==> config.mk <==
export PLATFORM = sky130hd
export DESIGN_NAME = utf8_stream_char_decoder_core
export DESIGN_NICKNAME = d
export VERILOG_FILES = /design/src/hw/rtl/u8d_pkg.sv /design/src/hw/rtl/u8d_front.sv /design/src/hw/rtl/u8d_queue.sv /design/src/hw/rtl/u8d_back.sv /design/src/hw/rtl/utf8_stream_char_decoder_core.sv
export SDC_FILE = /design/constraint.sdc
export NUM_CORES = 1
export LEC_CHECK = 0
export BUFFER_PORTS_ARGS = -buffer_cell sky130_fd_sc_hd__buf_4
export CORE_MARGIN = 10
export CORE_UTILIZATION = 40
export DETAILED_ROUTE_END_ITERATION = 16
export SKIP_CTS_REPAIR_TIMING = 1
export SYNTH_ARGS = -nofsm -noshare
export SYNTH_HDL_FRONTEND = slang
export SYNTH_SLANG_ARGS = --single-unit
==> constraint.sdc <==
create_clock -name clk_i -period 7.61 [get_ports clk_i]
set_clock_uncertainty 0.2 [all_clocks]
set_input_delay 0.3805 -clock clk_i [delete_from_list [all_inputs] [get_ports clk_i]]
set_output_delay 0.3805 -clock clk_i [all_outputs]
set_load 0.01 [all_outputs]
==> src/hw/rtl/u8d_pkg.sv <==
// Shared types and constants for the UTF-8 stream character decoder.
// Used by the front, queue, back and top-level modules; no dependencies.

package u8d_pkg;

  localparam int unsigned IndexBitsDefault = 16;
  localparam int unsigned QueueDepth       = 2;
  localparam int unsigned CpW              = 21;
  localparam int unsigned CountW           = 3;
  localparam int unsigned PosW             = 16;
  localparam int unsigned DataW            = 7;

  typedef enum logic [2:0] {
    K_ASCII,
    K_LEAD2,
    K_LEAD3,
    K_LEAD4,
    K_CONT,
    K_BAD
  } kind_e;

  typedef enum logic [1:0] {
    ST_OK        = 2'd0,
    ST_INVALID   = 2'd1,
    ST_TRUNC     = 2'd2,
    ST_AFTER_ERR = 2'd3
  } status_e;

  typedef struct packed {
    kind_e             kind;
    logic [DataW-1:0]  data;
    logic              last;
  } cls_t;

  typedef struct packed {
    logic [CpW-1:0]    cp;
    logic [CountW-1:0] cnt;
    logic [PosW-1:0]   pos;
    logic              sel;
    status_e           status;
    logic              last;
  } res_t;

  function automatic logic [CountW-1:0] lead_len(kind_e kind);
    logic [CountW-1:0] len;
    unique case (kind)
      K_LEAD2: len = CountW'(2);
      K_LEAD3: len = CountW'(3);
      K_LEAD4: len = CountW'(4);
      default: len = CountW'(1);
    endcase
    return len;
  endfunction

endpackage

==> src/hw/rtl/u8d_front.sv <==
// Front stage: accepts input bytes, classifies them and registers the result.
// Depends on u8d_pkg.

module u8d_front (
  input  logic          clk_i,
  input  logic          rst_ni,
  input  logic          in_valid_i,
  output logic          in_ready_o,
  input  logic [7:0]    in_byte_i,
  input  logic          end_of_string_i,
  output logic          push_valid_o,
  input  logic          push_ready_i,
  output u8d_pkg::cls_t push_item_o
);
  import u8d_pkg::*;

  logic vld_q;
  cls_t cls_d, cls_q;

  assign in_ready_o = !vld_q || push_ready_i;

  always_comb begin
    cls_d.last = end_of_string_i;
    if ((in_byte_i & 8'h80) == 8'h00) begin
      cls_d.kind = K_ASCII;
      cls_d.data = in_byte_i[6:0];
    end else if ((in_byte_i & 8'hc0) == 8'h80) begin
      cls_d.kind = K_CONT;
      cls_d.data = {1'b0, in_byte_i[5:0] & 6'h3f};
    end else if ((in_byte_i & 8'he0) == 8'hc0) begin
      cls_d.kind = K_LEAD2;
      cls_d.data = {2'b0, in_byte_i[4:0] & 5'h1f};
    end else if ((in_byte_i & 8'hf0) == 8'he0) begin
      cls_d.kind = K_LEAD3;
      cls_d.data = {3'b0, in_byte_i[3:0] & 4'h0f};
    end else if ((in_byte_i & 8'hf8) == 8'hf0) begin
      cls_d.kind = K_LEAD4;
      cls_d.data = {4'b0, in_byte_i[2:0] & 3'h7};
    end else begin
      cls_d.kind = K_BAD;
      cls_d.data = '0;
    end
  end

  always_ff @(posedge clk_i or negedge rst_ni) begin
    if (!rst_ni) begin
      vld_q <= 1'b0;
    end else if (in_ready_o) begin
      vld_q <= in_valid_i;
    end
  end

  always_ff @(posedge clk_i) begin
    if (in_valid_i && in_ready_o) begin
      cls_q <= cls_d;
    end
  end

  assign push_valid_o = vld_q;
  assign push_item_o  = cls_q;

endmodule

==> src/hw/rtl/u8d_queue.sv <==
// Short queue of classified bytes between front and back.
// Depends on u8d_pkg.

module u8d_queue (
  input  logic          clk_i,
  input  logic          rst_ni,
  input  logic          push_valid_i,
  output logic          push_ready_o,
  input  u8d_pkg::cls_t push_item_i,
  output logic          pop_valid_o,
  input  logic          pop_ready_i,
  output u8d_pkg::cls_t pop_item_o
);
  import u8d_pkg::*;

  localparam int unsigned AddrW  = (QueueDepth > 1) ? $clog2(QueueDepth) : 1;
  localparam int unsigned LevelW = $clog2(QueueDepth + 1);

  cls_t              mem_q [QueueDepth];
  logic [AddrW-1:0]  wptr_q, rptr_q;
  logic [LevelW-1:0] level_q;
  logic              push, pop;

  assign push_ready_o = level_q != LevelW'(QueueDepth);
  assign pop_valid_o  = level_q != '0;
  assign push         = push_valid_i && push_ready_o;
  assign pop          = pop_valid_o && pop_ready_i;
  assign pop_item_o   = mem_q[rptr_q];

  function automatic logic [AddrW-1:0] bump(logic [AddrW-1:0] p);
    return (p == AddrW'(QueueDepth - 1)) ? '0 : p + AddrW'(1);
  endfunction

  always_ff @(posedge clk_i or negedge rst_ni) begin
    if (!rst_ni) begin
      wptr_q  <= '0;
      rptr_q  <= '0;
      level_q <= '0;
    end else begin
      if (push) wptr_q <= bump(wptr_q);
      if (pop)  rptr_q <= bump(rptr_q);
      if (push && !pop) begin
        level_q <= level_q + LevelW'(1);
      end else if (pop && !push) begin
        level_q <= level_q - LevelW'(1);
      end
    end
  end

  always_ff @(posedge clk_i) begin
    if (push) begin
      mem_q[wptr_q] <= push_item_i;
    end
  end

endmodule

==> src/hw/rtl/u8d_back.sv <==
// Back stage: UTF-8 character assembly, error handling and result register.
// Depends on u8d_pkg.

module u8d_back #(
  parameter int unsigned INDEX_BITS = u8d_pkg::IndexBitsDefault
) (
  input  logic                     clk_i,
  input  logic                     rst_ni,
  input  logic                     pop_valid_i,
  output logic                     pop_ready_o,
  input  u8d_pkg::cls_t            pop_item_i,
  input  logic [u8d_pkg::PosW-1:0] target_index_i,
  output logic                     out_valid_o,
  input  logic                     out_ready_i,
  output u8d_pkg::res_t            out_res_o
);
  import u8d_pkg::*;

  logic [1:0]            rem_d, rem_q;
  logic [CpW-1:0]        part_d, part_q;
  logic [CountW-1:0]     len_d, len_q;
  logic [INDEX_BITS-1:0] cnt_d, cnt_q;
  logic                  skip_d, skip_q;
  logic                  out_vld_q;
  res_t                  res_d, res_q;
  logic                  pop, emit_char, emit_err;
  status_e               err_st;
  logic [CpW-1:0]        char_cp;
  logic [CountW-1:0]     char_len;
  logic [PosW-1:0]       pos;

  assign pop_ready_o = !out_vld_q || out_ready_i;
  assign pop         = pop_valid_i && pop_ready_o;
  assign pos         = PosW'(cnt_q);

  always_comb begin
    rem_d     = rem_q;
    part_d    = part_q;
    len_d     = len_q;
    cnt_d     = cnt_q;
    skip_d    = skip_q;
    emit_char = 1'b0;
    emit_err  = 1'b0;
    err_st    = ST_INVALID;
    char_cp   = '0;
    char_len  = '0;
    res_d     = '0;

    if (pop) begin
      if (skip_q) begin
        if (pop_item_i.last) begin
          emit_err = 1'b1;
          err_st   = ST_AFTER_ERR;
        end
      end else if (rem_q == '0) begin
        unique case (pop_item_i.kind) inside
          K_ASCII: begin
            emit_char = 1'b1;
            char_cp   = CpW'(pop_item_i.data);
            char_len  = CountW'(1);
          end
          K_LEAD2, K_LEAD3, K_LEAD4: begin
            if (pop_item_i.last) begin
              emit_err = 1'b1;
              err_st   = ST_TRUNC;
            end else begin
              part_d = CpW'(pop_item_i.data);
              len_d  = lead_len(pop_item_i.kind);
              rem_d  = 2'(len_d - CountW'(1));
            end
          end
          default: begin
            emit_err = 1'b1;
            err_st   = ST_INVALID;
          end
        endcase
      end else if (pop_item_i.kind != K_CONT) begin
        emit_err = 1'b1;
        err_st   = ST_INVALID;
      end else begin
        part_d = {part_q[CpW-7:0], pop_item_i.data[5:0]};
        rem_d  = rem_q - 2'd1;
        if (rem_d == '0) begin
          emit_char = 1'b1;
          char_cp   = part_d;
          char_len  = len_q;
        end else if (pop_item_i.last) begin
          emit_err = 1'b1;
          err_st   = ST_TRUNC;
        end
      end

      if (emit_char) begin
        res_d.cp     = char_cp;
        res_d.cnt    = char_len;
        res_d.pos    = pos;
        res_d.sel    = pos == target_index_i;
        res_d.status = ST_OK;
        res_d.last   = pop_item_i.last;
        if (cnt_q != '1) cnt_d = cnt_q + INDEX_BITS'(1);
        rem_d  = '0;
        part_d = '0;
        len_d  = '0;
      end
      if (emit_err) begin
        res_d.cp     = '0;
        res_d.cnt    = '0;
        res_d.pos    = pos;
        res_d.sel    = 1'b0;
        res_d.status = err_st;
        res_d.last   = pop_item_i.last;
        rem_d  = '0;
        part_d = '0;
        len_d  = '0;
        skip_d = 1'b1;
      end
      if ((emit_char || emit_err) && pop_item_i.last) begin
        rem_d  = '0;
        part_d = '0;
        len_d  = '0;
        cnt_d  = '0;
        skip_d = 1'b0;
      end
    end
  end

  always_ff @(posedge clk_i or negedge rst_ni) begin
    if (!rst_ni) begin
      rem_q     <= '0;
      part_q    <= '0;
      len_q     <= '0;
      cnt_q     <= '0;
      skip_q    <= 1'b0;
      out_vld_q <= 1'b0;
    end else begin
      rem_q  <= rem_d;
      part_q <= part_d;
      len_q  <= len_d;
      cnt_q  <= cnt_d;
      skip_q <= skip_d;
      if (pop && (emit_char || emit_err)) begin
        out_vld_q <= 1'b1;
      end else if (out_ready_i) begin
        out_vld_q <= 1'b0;
      end
    end
  end

  always_ff @(posedge clk_i) begin
    if (pop && (emit_char || emit_err)) begin
      res_q <= res_d;
    end
  end

  assign out_valid_o = out_vld_q;
  assign out_res_o   = res_q;

  a_sel_only_ok: assert property (@(posedge clk_i) disable iff (!rst_ni)
    out_vld_q && res_q.sel |-> res_q.status == ST_OK)
    else $error("selected result with error status");

  a_err_zero: assert property (@(posedge clk_i) disable iff (!rst_ni)
    out_vld_q && res_q.status != ST_OK |-> res_q.cp == '0 && res_q.cnt == '0)
    else $error("error result carries character data");

  a_ok_count: assert property (@(posedge clk_i) disable iff (!rst_ni)
    out_vld_q && res_q.status == ST_OK |-> res_q.cnt != '0)
    else $error("ok result with zero byte count");

  a_last_clears: assert property (@(posedge clk_i) disable iff (!rst_ni)
    pop && pop_item_i.last |=> rem_q == '0 && cnt_q == '0 && !skip_q && out_vld_q)
    else $error("string end did not give a result and clear state");

endmodule

==> src/hw/rtl/utf8_stream_char_decoder_core.sv <==
// UTF-8 stream decoder top level: front classifier, byte queue, back decoder.
// Bytes pass the front register and the queue; results sit in the output register.
// Throughput: one byte per cycle; front register, 2-entry queue and output register
// each stall independently under back-pressure.
// Reset (rst_ni, asynchronous, low): empties all stages, clears decode state,
// target index returns to 0. Depends on u8d_pkg, u8d_front, u8d_queue, u8d_back.

module utf8_stream_char_decoder_core #(
  parameter int unsigned INDEX_BITS = u8d_pkg::IndexBitsDefault
) (
  input  logic                        clk_i,
  input  logic                        rst_ni,
  input  logic                        in_valid_i,
  output logic                        in_ready_o,
  input  logic [7:0]                  in_byte_i,
  input  logic                        end_of_string_i,
  output logic                        out_valid_o,
  input  logic                        out_ready_i,
  output logic [u8d_pkg::CpW-1:0]     codepoint_o,
  output logic [u8d_pkg::CountW-1:0]  byte_count_o,
  output logic [u8d_pkg::PosW-1:0]    char_position_o,
  output logic                        is_selected_o,
  output logic [1:0]                  status_o,
  output logic                        last_o,
  input  logic                        target_index_we_i,
  input  logic [u8d_pkg::PosW-1:0]    target_index_i
);
  import u8d_pkg::*;

  logic            push_valid, push_ready, pop_valid, pop_ready;
  cls_t            push_item, pop_item;
  res_t            res;
  logic [PosW-1:0] target_q;

  always_ff @(posedge clk_i or negedge rst_ni) begin
    if (!rst_ni) begin
      target_q <= '0;
    end else if (target_index_we_i) begin
      target_q <= target_index_i;
    end
  end

  u8d_front u_front (
    .clk_i,
    .rst_ni,
    .in_valid_i,
    .in_ready_o,
    .in_byte_i,
    .end_of_string_i,
    .push_valid_o (push_valid),
    .push_ready_i (push_ready),
    .push_item_o  (push_item)
  );

  u8d_queue u_queue (
    .clk_i,
    .rst_ni,
    .push_valid_i (push_valid),
    .push_ready_o (push_ready),
    .push_item_i  (push_item),
    .pop_valid_o  (pop_valid),
    .pop_ready_i  (pop_ready),
    .pop_item_o   (pop_item)
  );

  u8d_back #(
    .INDEX_BITS (INDEX_BITS)
  ) u_back (
    .clk_i,
    .rst_ni,
    .pop_valid_i    (pop_valid),
    .pop_ready_o    (pop_ready),
    .pop_item_i     (pop_item),
    .target_index_i (target_q),
    .out_valid_o,
    .out_ready_i,
    .out_res_o      (res)
  );

  assign codepoint_o     = res.cp;
  assign byte_count_o    = res.cnt;
  assign char_position_o = res.pos;
  assign is_selected_o   = res.sel;
  assign status_o        = res.status;
  assign last_o          = res.last;

endmodule

==> run metrics, run 1 <==
setup TNS=0 ns; Synth Cell Area=5752 um^2; Worst-Margin Slew=1.079 ns; Post-synth top cells=77 x edfxtp_1, 59 x dfrtp_1, 39 x and2_1, 25 x nand2_1, 24 x nor2_1; crit share post-route=41.48%; first-pass GRT wire length=18,980 um; EDFF count, synth=between 70 and 80; Area Growth Syn to Fin=25.15%; Die ar.=19,580 um^2; Worst-path clk slew=0.06 ns; mux cell area share after synthesis=5.330%; row count=43; Final GP Congestion=0.8552; number of global-route vias before repair=3,617; Main synth FF type=edfxtp_1; Net Count, Synth=468; status=complete, but fails checks; Worst setup SP type=register; Fin. Hold Viols=1; Synth Register Bits=136; top-count cell post-synth=edfxtp_1; fin nets=560; leakage power=around 2.9 nW; Cell Pwr Density=379.2 nW/um^2; Synth Area in Simple Gates=14.29%; MaxCap Viol Count=0; routed len/inst=15.84 um; iteration-0 DRC count of the detailed router=203; die height=139.9 um; largest family of logic cells by synthesized area=simple AND/OR/NAND/NOR gates; failing checks=hold timing; critical path type=register to register; top cell type's share of synthesized area=between 40% and 50%; synthesized instance count=436; Critical Path Fanout Max=40; fillers=roughly 1,200; Sink Count=136; Num CTS Buffers=17; share of cells above drive strength 1=around a quarter; maximum VDD drop=0.1782 mV; width of the die=around 140 um; Max Transition Viols Final=0; total track usage=a little under an eighth; Post-Place Setup Slack=4.450 ns; initial antenna violation count=0; DPL Wire Length=8042 um; power consumption=2.729 mW; Hold Path Class=input pin to register; Setup crit end kind=register; core area=between 10,000 and 15,000 um^2; drt first pass iters=4; Final Non-Filler Cells=721; worst skew pair latency=0.42 ns; Post-DRT Antenna Nets=0; fraction of registers with async set or reset after synthesis=between 40 and 50%; Synth Area in Compound Gates=8.680%; Final min period=3.156 ns; final WL=11,420 um; CTS tree=done; Fin Hold WS=-0.0004762 ns; Worst Path Arrival=3.29 ns; placed insts=675; largest net degree at the start of global routing=60; final worst slack=4.454 ns; Post-Synth XOR/XNOR Area=under 10%; setup violators final=0; clock buffer depth=2; total grt overflow=0; sequential fraction of the synthesis area=between 60% and 70%; Initial Util=roughly two fifths; Via-to-Cell Ratio=5.065; yosys warns=0; fmax=0.3168 GHz; adder-cell area share of the yosys netlist=0.4351%; Yosys cell types=48; via count=3,652; critical path data required time=7.74 ns; Max-slew headroom=between 20% and 30%; PortBufs=75; leading area contributor after synthesis=edfxtp_1; unrepaired setup endpoints after global routing=false; # DRC=0; top cells by area, synth=edfxtp_1 40%, dfrtp_1 26%, and2_1 4.2%; Ant. Diodes=0; H-tree depth=4; Syn Area/Cell=about 13 um^2; Clock Tree Root=clkbuf_16; Boundary Pins=76
-- metal layers --
| metal | vias to the layer above | track usage [%] | share of wire, % |
|---|---|---|---|
| met3 | 16 | 3.516 | 4.6 |
| met4 | 0 | 5.380 | 1.7 |
| met1 | 1737 | 16.49 | 49 |
| met2 | 94 | 16.83 | 45 |
| met5 | - | 0 | 0 |
| li1 | 1805 | - | - |
-- worst paths after layout --
kind	start	endpoint	slack, ns	cells after the start
worst max-delay path	u_queue.rptr_q	u_back.cnt_q[4]	4.45	5
worst min register to register	u_front.push_item_o[5]	u_queue.mem_q[1][5]	0.25	0
min in group asynchronous	rst_ni	target_q[8]	0.40	2
worst min-delay path	target_index_i[2]	target_q[2]	-0.0005	2
max in group asynchronous	rst_ni	u_back.part_q[2]	6.29	2
worst max register to register	u_queue.rptr_q	u_back.cnt_q[4]	4.45	5
-- cell usage in the layout, fill, tap and decap left out, drive strengths merged, types with 4 or more instances in the layout --
cell type	synthesis	final
buf	5	77
edfxtp	77	77
dfrtp	59	59
and2	39	39
nand2	25	25
nor2	24	24
clkbuf	13	20
xor2	19	19
mux2	18	18
a21oi	18	18
o21ai	15	15
o31ai	14	14
dlygate4sd3	0	14
or4	12	12
nand3	10	10
mux2i	10	10
a22o	8	8
inv	7	8
nor4	7	7
or3	6	6
o211ai	5	5
clkinv	0	5
nand4	4	4
o41ai	4	4
xnor2	4	4
clkinvlp	0	4
nor3	4	4
-- final cells by class --
class | instances | area, um^2 | share of cell area [%]
clock inverter | 12 | 127.6 | 1.773
tap | 180 | 225.2 | 3.129
inverter | 7 | 26.28 | 0.3650
timing repair buffer | 91 | 718.2 | 9.977
multi-input combinational | 275 | 1866 | 25.92
sequential | 136 | 3789 | 52.63
clock buffer | 20 | 446.7 | 6.205
-- per-stage QoR --
stage	utilization [%]	cell area, um^2	hold slack, ns
6_report	51.46	7198	-0.0004762
5_1_grt	51.46	7198	0.0008191
4_1_cts	50.46	7058	-0.1365
3_5_place_dp	46.35	6484	0.2385
3_3_place_gp	46.35	6484	0.2262
2_1_floorplan	-	5752	-0.1151
-- flip-flops by register name, summed over array words and instances (netlist names) --
register and cells:
u_front.push_item_o 11, target_q 16, u_back.skip_q 1, u_queue.mem_q 22
u_back.cnt_q 16, u_front.push_valid_o 1, u_back.part_q 15, u_back.rem_q 2
u_queue.wptr_q 1, u_queue.rptr_q 1, u_queue.level_q 2, u_back.len_q 3
u_back.out_res_o 44, u_back.out_valid_o 1
-- critical path, cell delays in order, from the launching register on --
cell and delay [ns]:
dfrtp_1 0.82, nor3b_2 0.38, o21ai_1 0.18, or4_4 0.72
or4_1 0.57, a21oi_1 0.19
-- cell families (layout without fill, tap and decap cells) --
logic type,after synthesis,after routing
compound gates,75,75
xor+xnor,23,23
fa+ha+maj,2,2
buf+inv,25,130
flops,136,136
mux,28,28
simple gates,147,147
-- where the power goes --
part	switching, mW	internal (mW)	leakage (nW)
registers	0.120	1.07	1.52
clock network	0.299	0.489	0.272
logic	0.449	0.306	1.11
Power figures use the tool's default switching activity.
==> run 2, diff against run 1 <==
--- a/config.mk
+++ b/config.mk
@@ -5,6 +5,7 @@
 export SDC_FILE = /design/constraint.sdc
 export NUM_CORES = 1
 export LEC_CHECK = 0
+export ABC_AREA = 1
 export BUFFER_PORTS_ARGS = -buffer_cell sky130_fd_sc_hd__buf_4
 export CORE_MARGIN = 10
 export CORE_UTILIZATION = 40
==> constraint.sdc (replaced) <==
create_clock -name clk_i -period 3 [get_ports clk_i]
set_clock_uncertainty 0.2 [all_clocks]
set_input_delay 0.15 -clock clk_i [delete_from_list [all_inputs] [get_ports clk_i]]
set_output_delay 0.15 -clock clk_i [all_outputs]
set_load 0.01 [all_outputs]
==> run 2 against run 1 <==
The run now ends clean. Combinational power grew to 3.7 times the previous value. Sequential share of layout area fell by 5.5 points. Clock power rose to 2.7 times the previous value. Register-to-register slack got worse by 3.8 ns. Critical endpoint is now u_back.out_res_o[25]. Highest routed layer unchanged.
==> run metrics, run 2 <==
status=complete, no violations; synthesized instance count=599; R2R cell count=12; die height=144.5 um; largest family of logic cells by synthesized area=simple AND/OR/NAND/NOR gates; leakage power=about 3.5 nW; fraction of registers with async set or reset after synthesis=43.38%; final worst slack=0.6102 ns; worst skew pair latency=between 0.4 and 0.5 ns; reg2reg end=u_back.out_res_o[25]; Fin. Hold Viols=0; Final min period=2.390 ns; yosys warns=0; Post-synth top cells=111 x nand2_1, 77 x edfxtp_1, 73 x nor2_1, 62 x inv_1, 59 x dfrtp_1; width of the die=144.5 um; fmax=roughly 0.42 GHz; via count=4,429; Via-to-Cell Ratio=roughly 4.8; max reg flops=between 40 and 50; FF-to-FF setup slack=0.61 ns; iteration-0 DRC count of the detailed router=295; Worst-path clk slew=0.06 ns; Critical Path Fanout Max=43; Net Count, Synth=between 600 and 700; Max-slew headroom=40.72%; share of cells above drive strength 1=between 20 and 25%; Post-DRT Antenna Nets=0; CP Cell Sequence=inv_2 -> nand2_1 -> nand2_1 -> nand2_2 -> inv_2 -> nand2_1 -> nand2_1 -> nand2_2 -> nor2_8 -> inv_2 -> nand2_2 -> buf_12; setup violators final=0; fillers=1,391; EDFF count, synth=77; Worst setup SP type=register; MaxCap Viol Count=0; slowest stage delay, CP=0.48 ns; Worst Path Arrival=between 2 and 2.5 ns; PortBufs=75; drt first pass iters=5; Multi-input gate area=2032 um^2; Max Transition Viols Final=0; H-tree depth=4; fin nets=between 700 and 800; CTS tree=done; first-pass GRT wire length=21,200 um; DPL Wire Length=9222 um; most frequent cells in the layout=110 x nand2_1, 83 x buf_4, 77 x edfxtp_1, 73 x nor2_1, 62 x inv_1; sequential fraction of the synthesis area=61.12%; Initial Util=approximately two fifths; Final GP Congestion=0.8524; post-place instance area=roughly 7000 um^2; Synth Register Bits=136; Synth Area in Simple Gates=20.69%; Fin Hold WS=0.03741 ns; Num CTS Buffers=17; Syn Area/Cell=~10 um^2; Cell Pwr Density=983.9 nW/um^2; Crit path max-delay family=simple AND/OR/NAND/NOR gates; FF+latch area=about 3800 um^2; adder-cell area share of the yosys netlist=less than 1%; Levels on crit path=12; crit share post-route=79.66%; row count=between 40 and 50; Post-Place Setup Slack=0.6081 ns; most common cell after layout, fill and taps aside=nand2_1; final WL=between 10,000 and 15,000 um; Setup crit end kind=register; Clock Tree Root=clkbuf_16; Area Growth Syn to Fin=29.81%; Post-Synth XOR/XNOR Area=about 3.7%; unrepaired setup endpoints after global routing=false; top-count cell post-synth=nand2_1; critical path type=register to register; worst setup path start=u_queue.rptr_q; CP dominant cell by count=nand2_1; mux cell area share after synthesis=approximately 3.3%; setup TNS=0 ns; leading area contributor after synthesis=edfxtp_1; routed len/inst=14.18 um; clock buffer depth=2; number of global-route vias before repair=4,139; core area=15,200 um^2; worst r2r src=u_queue.rptr_q; critical path data required time=2.90 ns; Setup crit end=u_back.out_res_o[25]; finished layout cell area=roughly 8000 um^2; largest net degree at the start of global routing=60; Worst-Margin Slew=0.8859 ns; Synth Area in Compound Gates=4.663%; Main synth FF type=edfxtp_1; Hold Path Class=input pin to register; initial antenna violation count=0; CP bufs+invs=4; top cells by area, synth=edfxtp_1 37%, dfrtp_1 24%, nand2_1 6.7%; # DRC=0; Synth Cell Area=slightly above 6000 um^2; Die ar.=20,880 um^2; Yosys cell types=39; Ant. Diodes=0; Boundary Pins=between 70 and 80; total track usage=12.95%; Sink Count=136; top cell type's share of synthesized area=37.30%; total grt overflow=0; slowest CP cell=dfrtp_1; maximum VDD drop=0.6976 mV
-- run 2: cell types whose count changed after synthesis, sizes merged, moves of 8 or more --
cell / previous run / this run
nand2: 25 / 123
inv: 7 / 67
nor2: 24 / 76
and2: 39 / 0
nand3: 10 / 45
nor3: 4 / 23
o31ai: 14 / 0
or4: 12 / 0
a22o: 8 / 0
buf: 5 / 13
-- run 2: worst min path at each step --
stage,slack [ns],start,cells after the start,to
after floorplan,-0.35,rst_ni,0,target_q[0]
after global routing,0.04,out_ready_i,3,u_back.out_valid_o
after global placement,0.08,rst_ni,1,u_back.cnt_q[4]
after CTS,-0.37,rst_ni,1,u_back.cnt_q[2]
after detailed placement,0.08,rst_ni,1,u_back.cnt_q[2]
final,0.04,out_ready_i,4,u_queue.rptr_q
-- run 2: worst reg2reg max path, delay by kind of cell (launching register included) --
family	cells	cell delay, ns
buf+inv	4	0.54
flops	1	0.48
simple gates	8	0.83
-- run 2: layout make-up --
class | instances | area share, %
Clock buffer | 19 | 5.380
Multi-Input combinational cell | 375 | 25.25
Timing Repair Buffer | 132 | 13.96
Tap cell | 188 | 2.923
Sequential cell | 136 | 47.08
Clock inverter | 13 | 2.224
Inverter | 68 | 3.172
-- run 2: power by group --
group          total, mW  switching [mW]  internal [mW]
registers           3.01           0.253           2.76
logic               2.76            1.74           1.02
clock network       2.14           0.760           1.38
total               7.92            2.75           5.16
-- run 2: layer usage --
layer  global-route usage [%]  vias to the layer above  share of wire, %
li1                         -                     2242                 -
met1                    17.63                     2072                49
met2                    18.24                       99                44
met3                    4.034                       16               5.6
met4                    6.223                        0               1.9
met5                        0                        -                 0
-- run 2: kinds of logic after synthesis --
group           after synthesis
buf+inv                      88
xor+xnor                     26
compound gates               43
mux                          19
simple gates                285
flops                       136
fa+ha+maj                     2
-- run 2: through the flow --
step,util [%],instances,power [mW]
floorplan,-,599,4.771
global placement,45.74,851,5.752
detailed placement,45.74,851,5.792
CTS,49.77,883,7.955
global route,52.93,931,8.416
finish,52.93,931,7.917
==> run 3, diff against run 2 <==
==> constraint.sdc (replaced) <==
create_clock -name clk_i -period 2.4 [get_ports clk_i]
set_clock_uncertainty 0.2 [all_clocks]
set_input_delay 0.12 -clock clk_i [delete_from_list [all_inputs] [get_ports clk_i]]
set_output_delay 0.12 -clock clk_i [all_outputs]
set_load 0.01 [all_outputs]
==> run 3 against run 2 <==
Utilization grew 1.3 points. Count of clock-buffer cells in the layout stayed put. Largest cell class unchanged. Global-route usage decreased by 0.44 points. Flip-flop and latch count is the same. Design area is 2.6% higher. Clock power grew 34%. Via count rose by 2.3%.
==> run metrics, run 3 (synthesis results as in run 2) <==
status=complete, no violations; placed insts=between 800 and 900; number of global-route vias before repair=4,077; setup violators final=0; setup TNS=0 ns; most frequent cells in the layout=110 x nand2_1, 92 x buf_4, 77 x edfxtp_1, 73 x nor2_1, 61 x inv_1; leakage power=3.586 nW; die height=144.5 um; fmax=0.4379 GHz; Final min period=2.284 ns; PortBufs=75; max reg flops=44; Fin. Hold Viols=0; Sink Count=136; Die ar.=approximately 21,000 um^2; Cell Pwr Density=1266 nW/um^2; core area=approximately 15,000 um^2; maximum VDD drop=0.6738 mV; total grt overflow=0; Final GP Congestion=0.8702; reg2reg end=u_back.out_res_o[13]; worst setup path start=u_queue.rptr_q; width of the die=144.5 um; clock buffer depth=2; Boundary Pins=76; Clock Tree Root=clkbuf_16; fin nets=777; Max-slew headroom=49.65%; most common cell after layout, fill and taps aside=nand2_1; first-pass GRT wire length=20,490 um; critical path data required time=approximately 2.3 ns; MaxCap Viol Count=0; Post-DRT Antenna Nets=0; unrepaired setup endpoints after global routing=false; Worst Path Arrival=2.21 ns; Initial Util=40.77%; iteration-0 DRC count of the detailed router=roughly 290; critical path type=register to register; Num CTS Buffers=17; Hold Path Class=input pin to register; Max Transition Viols Final=0; DPL Wire Length=approximately 9100 um; largest net degree at the start of global routing=60; Final Non-Filler Cells=946; fillers=1,333; total track usage=12.50%; Worst setup SP type=register; via count=4,531; FF-to-FF setup slack=0.12 ns; Critical Path Fanout Max=21; Area Growth Syn to Fin=33.12%; worst r2r src=u_queue.rptr_q; final WL=13,490 um; Multi-input gate area=2037 um^2; routed len/inst=14.26 um; Via-to-Cell Ratio=4.790; FF+latch area=3790 um^2; H-tree depth=4; Worst-path clk slew=about 0.060 ns; initial antenna violation count=0; Setup crit end=u_back.out_res_o[13]; # DRC=0; share of cells above drive strength 1=23.09%; Worst-Margin Slew=0.7552 ns; crit share post-route=95.15%; row count=45; Setup crit end kind=register; worst skew pair latency=0.42 ns; CTS tree=done; Ant. Diodes=0; drt first pass iters=5; R2R cell count=12
-- run 3: cell count changes in the layout (fill, tap and decap cells not counted), sizes merged, moves of 2 or more --
cell,before,now
dlygate4sd3,48,52
clkinvlp,2,4
clkinv,8,2
buf,84,93
inv,67,70
clkbuf,19,21
-- run 3: per-layer routing --
layer / GRT usage (%) / vias to the layer above / routed length (um)
li1: - / 2273 / -
met2: 17.44 / 124 / 6065
met4: 5.319 / 0 / 219
met5: 0 / - / 0
met1: 17.37 / 2119 / 6399
met3: 4.034 / 15 / 808
-- run 3: per-stage QoR --
step	util, %	hold WS, ns	power, mW	setup WS, ns	instance area [um^2]
6_report	54.28	0.008638	10.44	0.1164	8252
3_5_place_dp	45.89	0.05787	7.292	0.07823	6977
3_3_place_gp	45.89	0.04173	7.191	0.1807	6977
2_1_floorplan	-	-0.3756	5.954	0.01275	6201
4_1_cts	50.16	-0.3835	10.18	0.05903	7626
5_1_grt	54.28	0.01290	11.05	0.003780	8252
-- run 3: worst min-delay path by stage --
stage,start,slack (ns),depth (start not counted),to
floorplan,rst_ni,-0.38,0,target_q[0]
global placement,rst_ni,0.04,1,u_back.cnt_q[5]
detailed placement,rst_ni,0.06,1,u_back.cnt_q[4]
CTS,rst_ni,-0.38,1,target_q[3]
global route,out_ready_i,0.01,3,u_back.out_valid_o
finish,out_ready_i,0.009,4,u_queue.rptr_q
-- run 3: power by group --
group	total, mW	internal [mW]	switching, mW
sequential	3.75	3.45	0.305
combinational	3.83	1.51	2.32
clock	2.86	1.86	1.00
-- run 3: critical path, stage by stage, from the launching register on --
cell	delay, ns
dfrtp_2	0.46
inv_2	0.11
nand2_1	0.06
nand2_2	0.11
nand2_2	0.09
inv_1	0.10
nand2_1	0.08
nand2_1	0.08
nand2_2	0.12
nor2_8	0.14
inv_2	0.07
nand2_4	0.14
clkbuf_16	0.22
-- run 3: area by class of cell --
type / instances / area share (%)
multi-input combinational: 375 / 24.69
timing repair buffer: 147 / 15.53
clock buffer: 19 / 5.246
inverter: 68 / 3.139
tap: 188 / 2.851
sequential: 136 / 45.93
clock inverter: 13 / 2.623
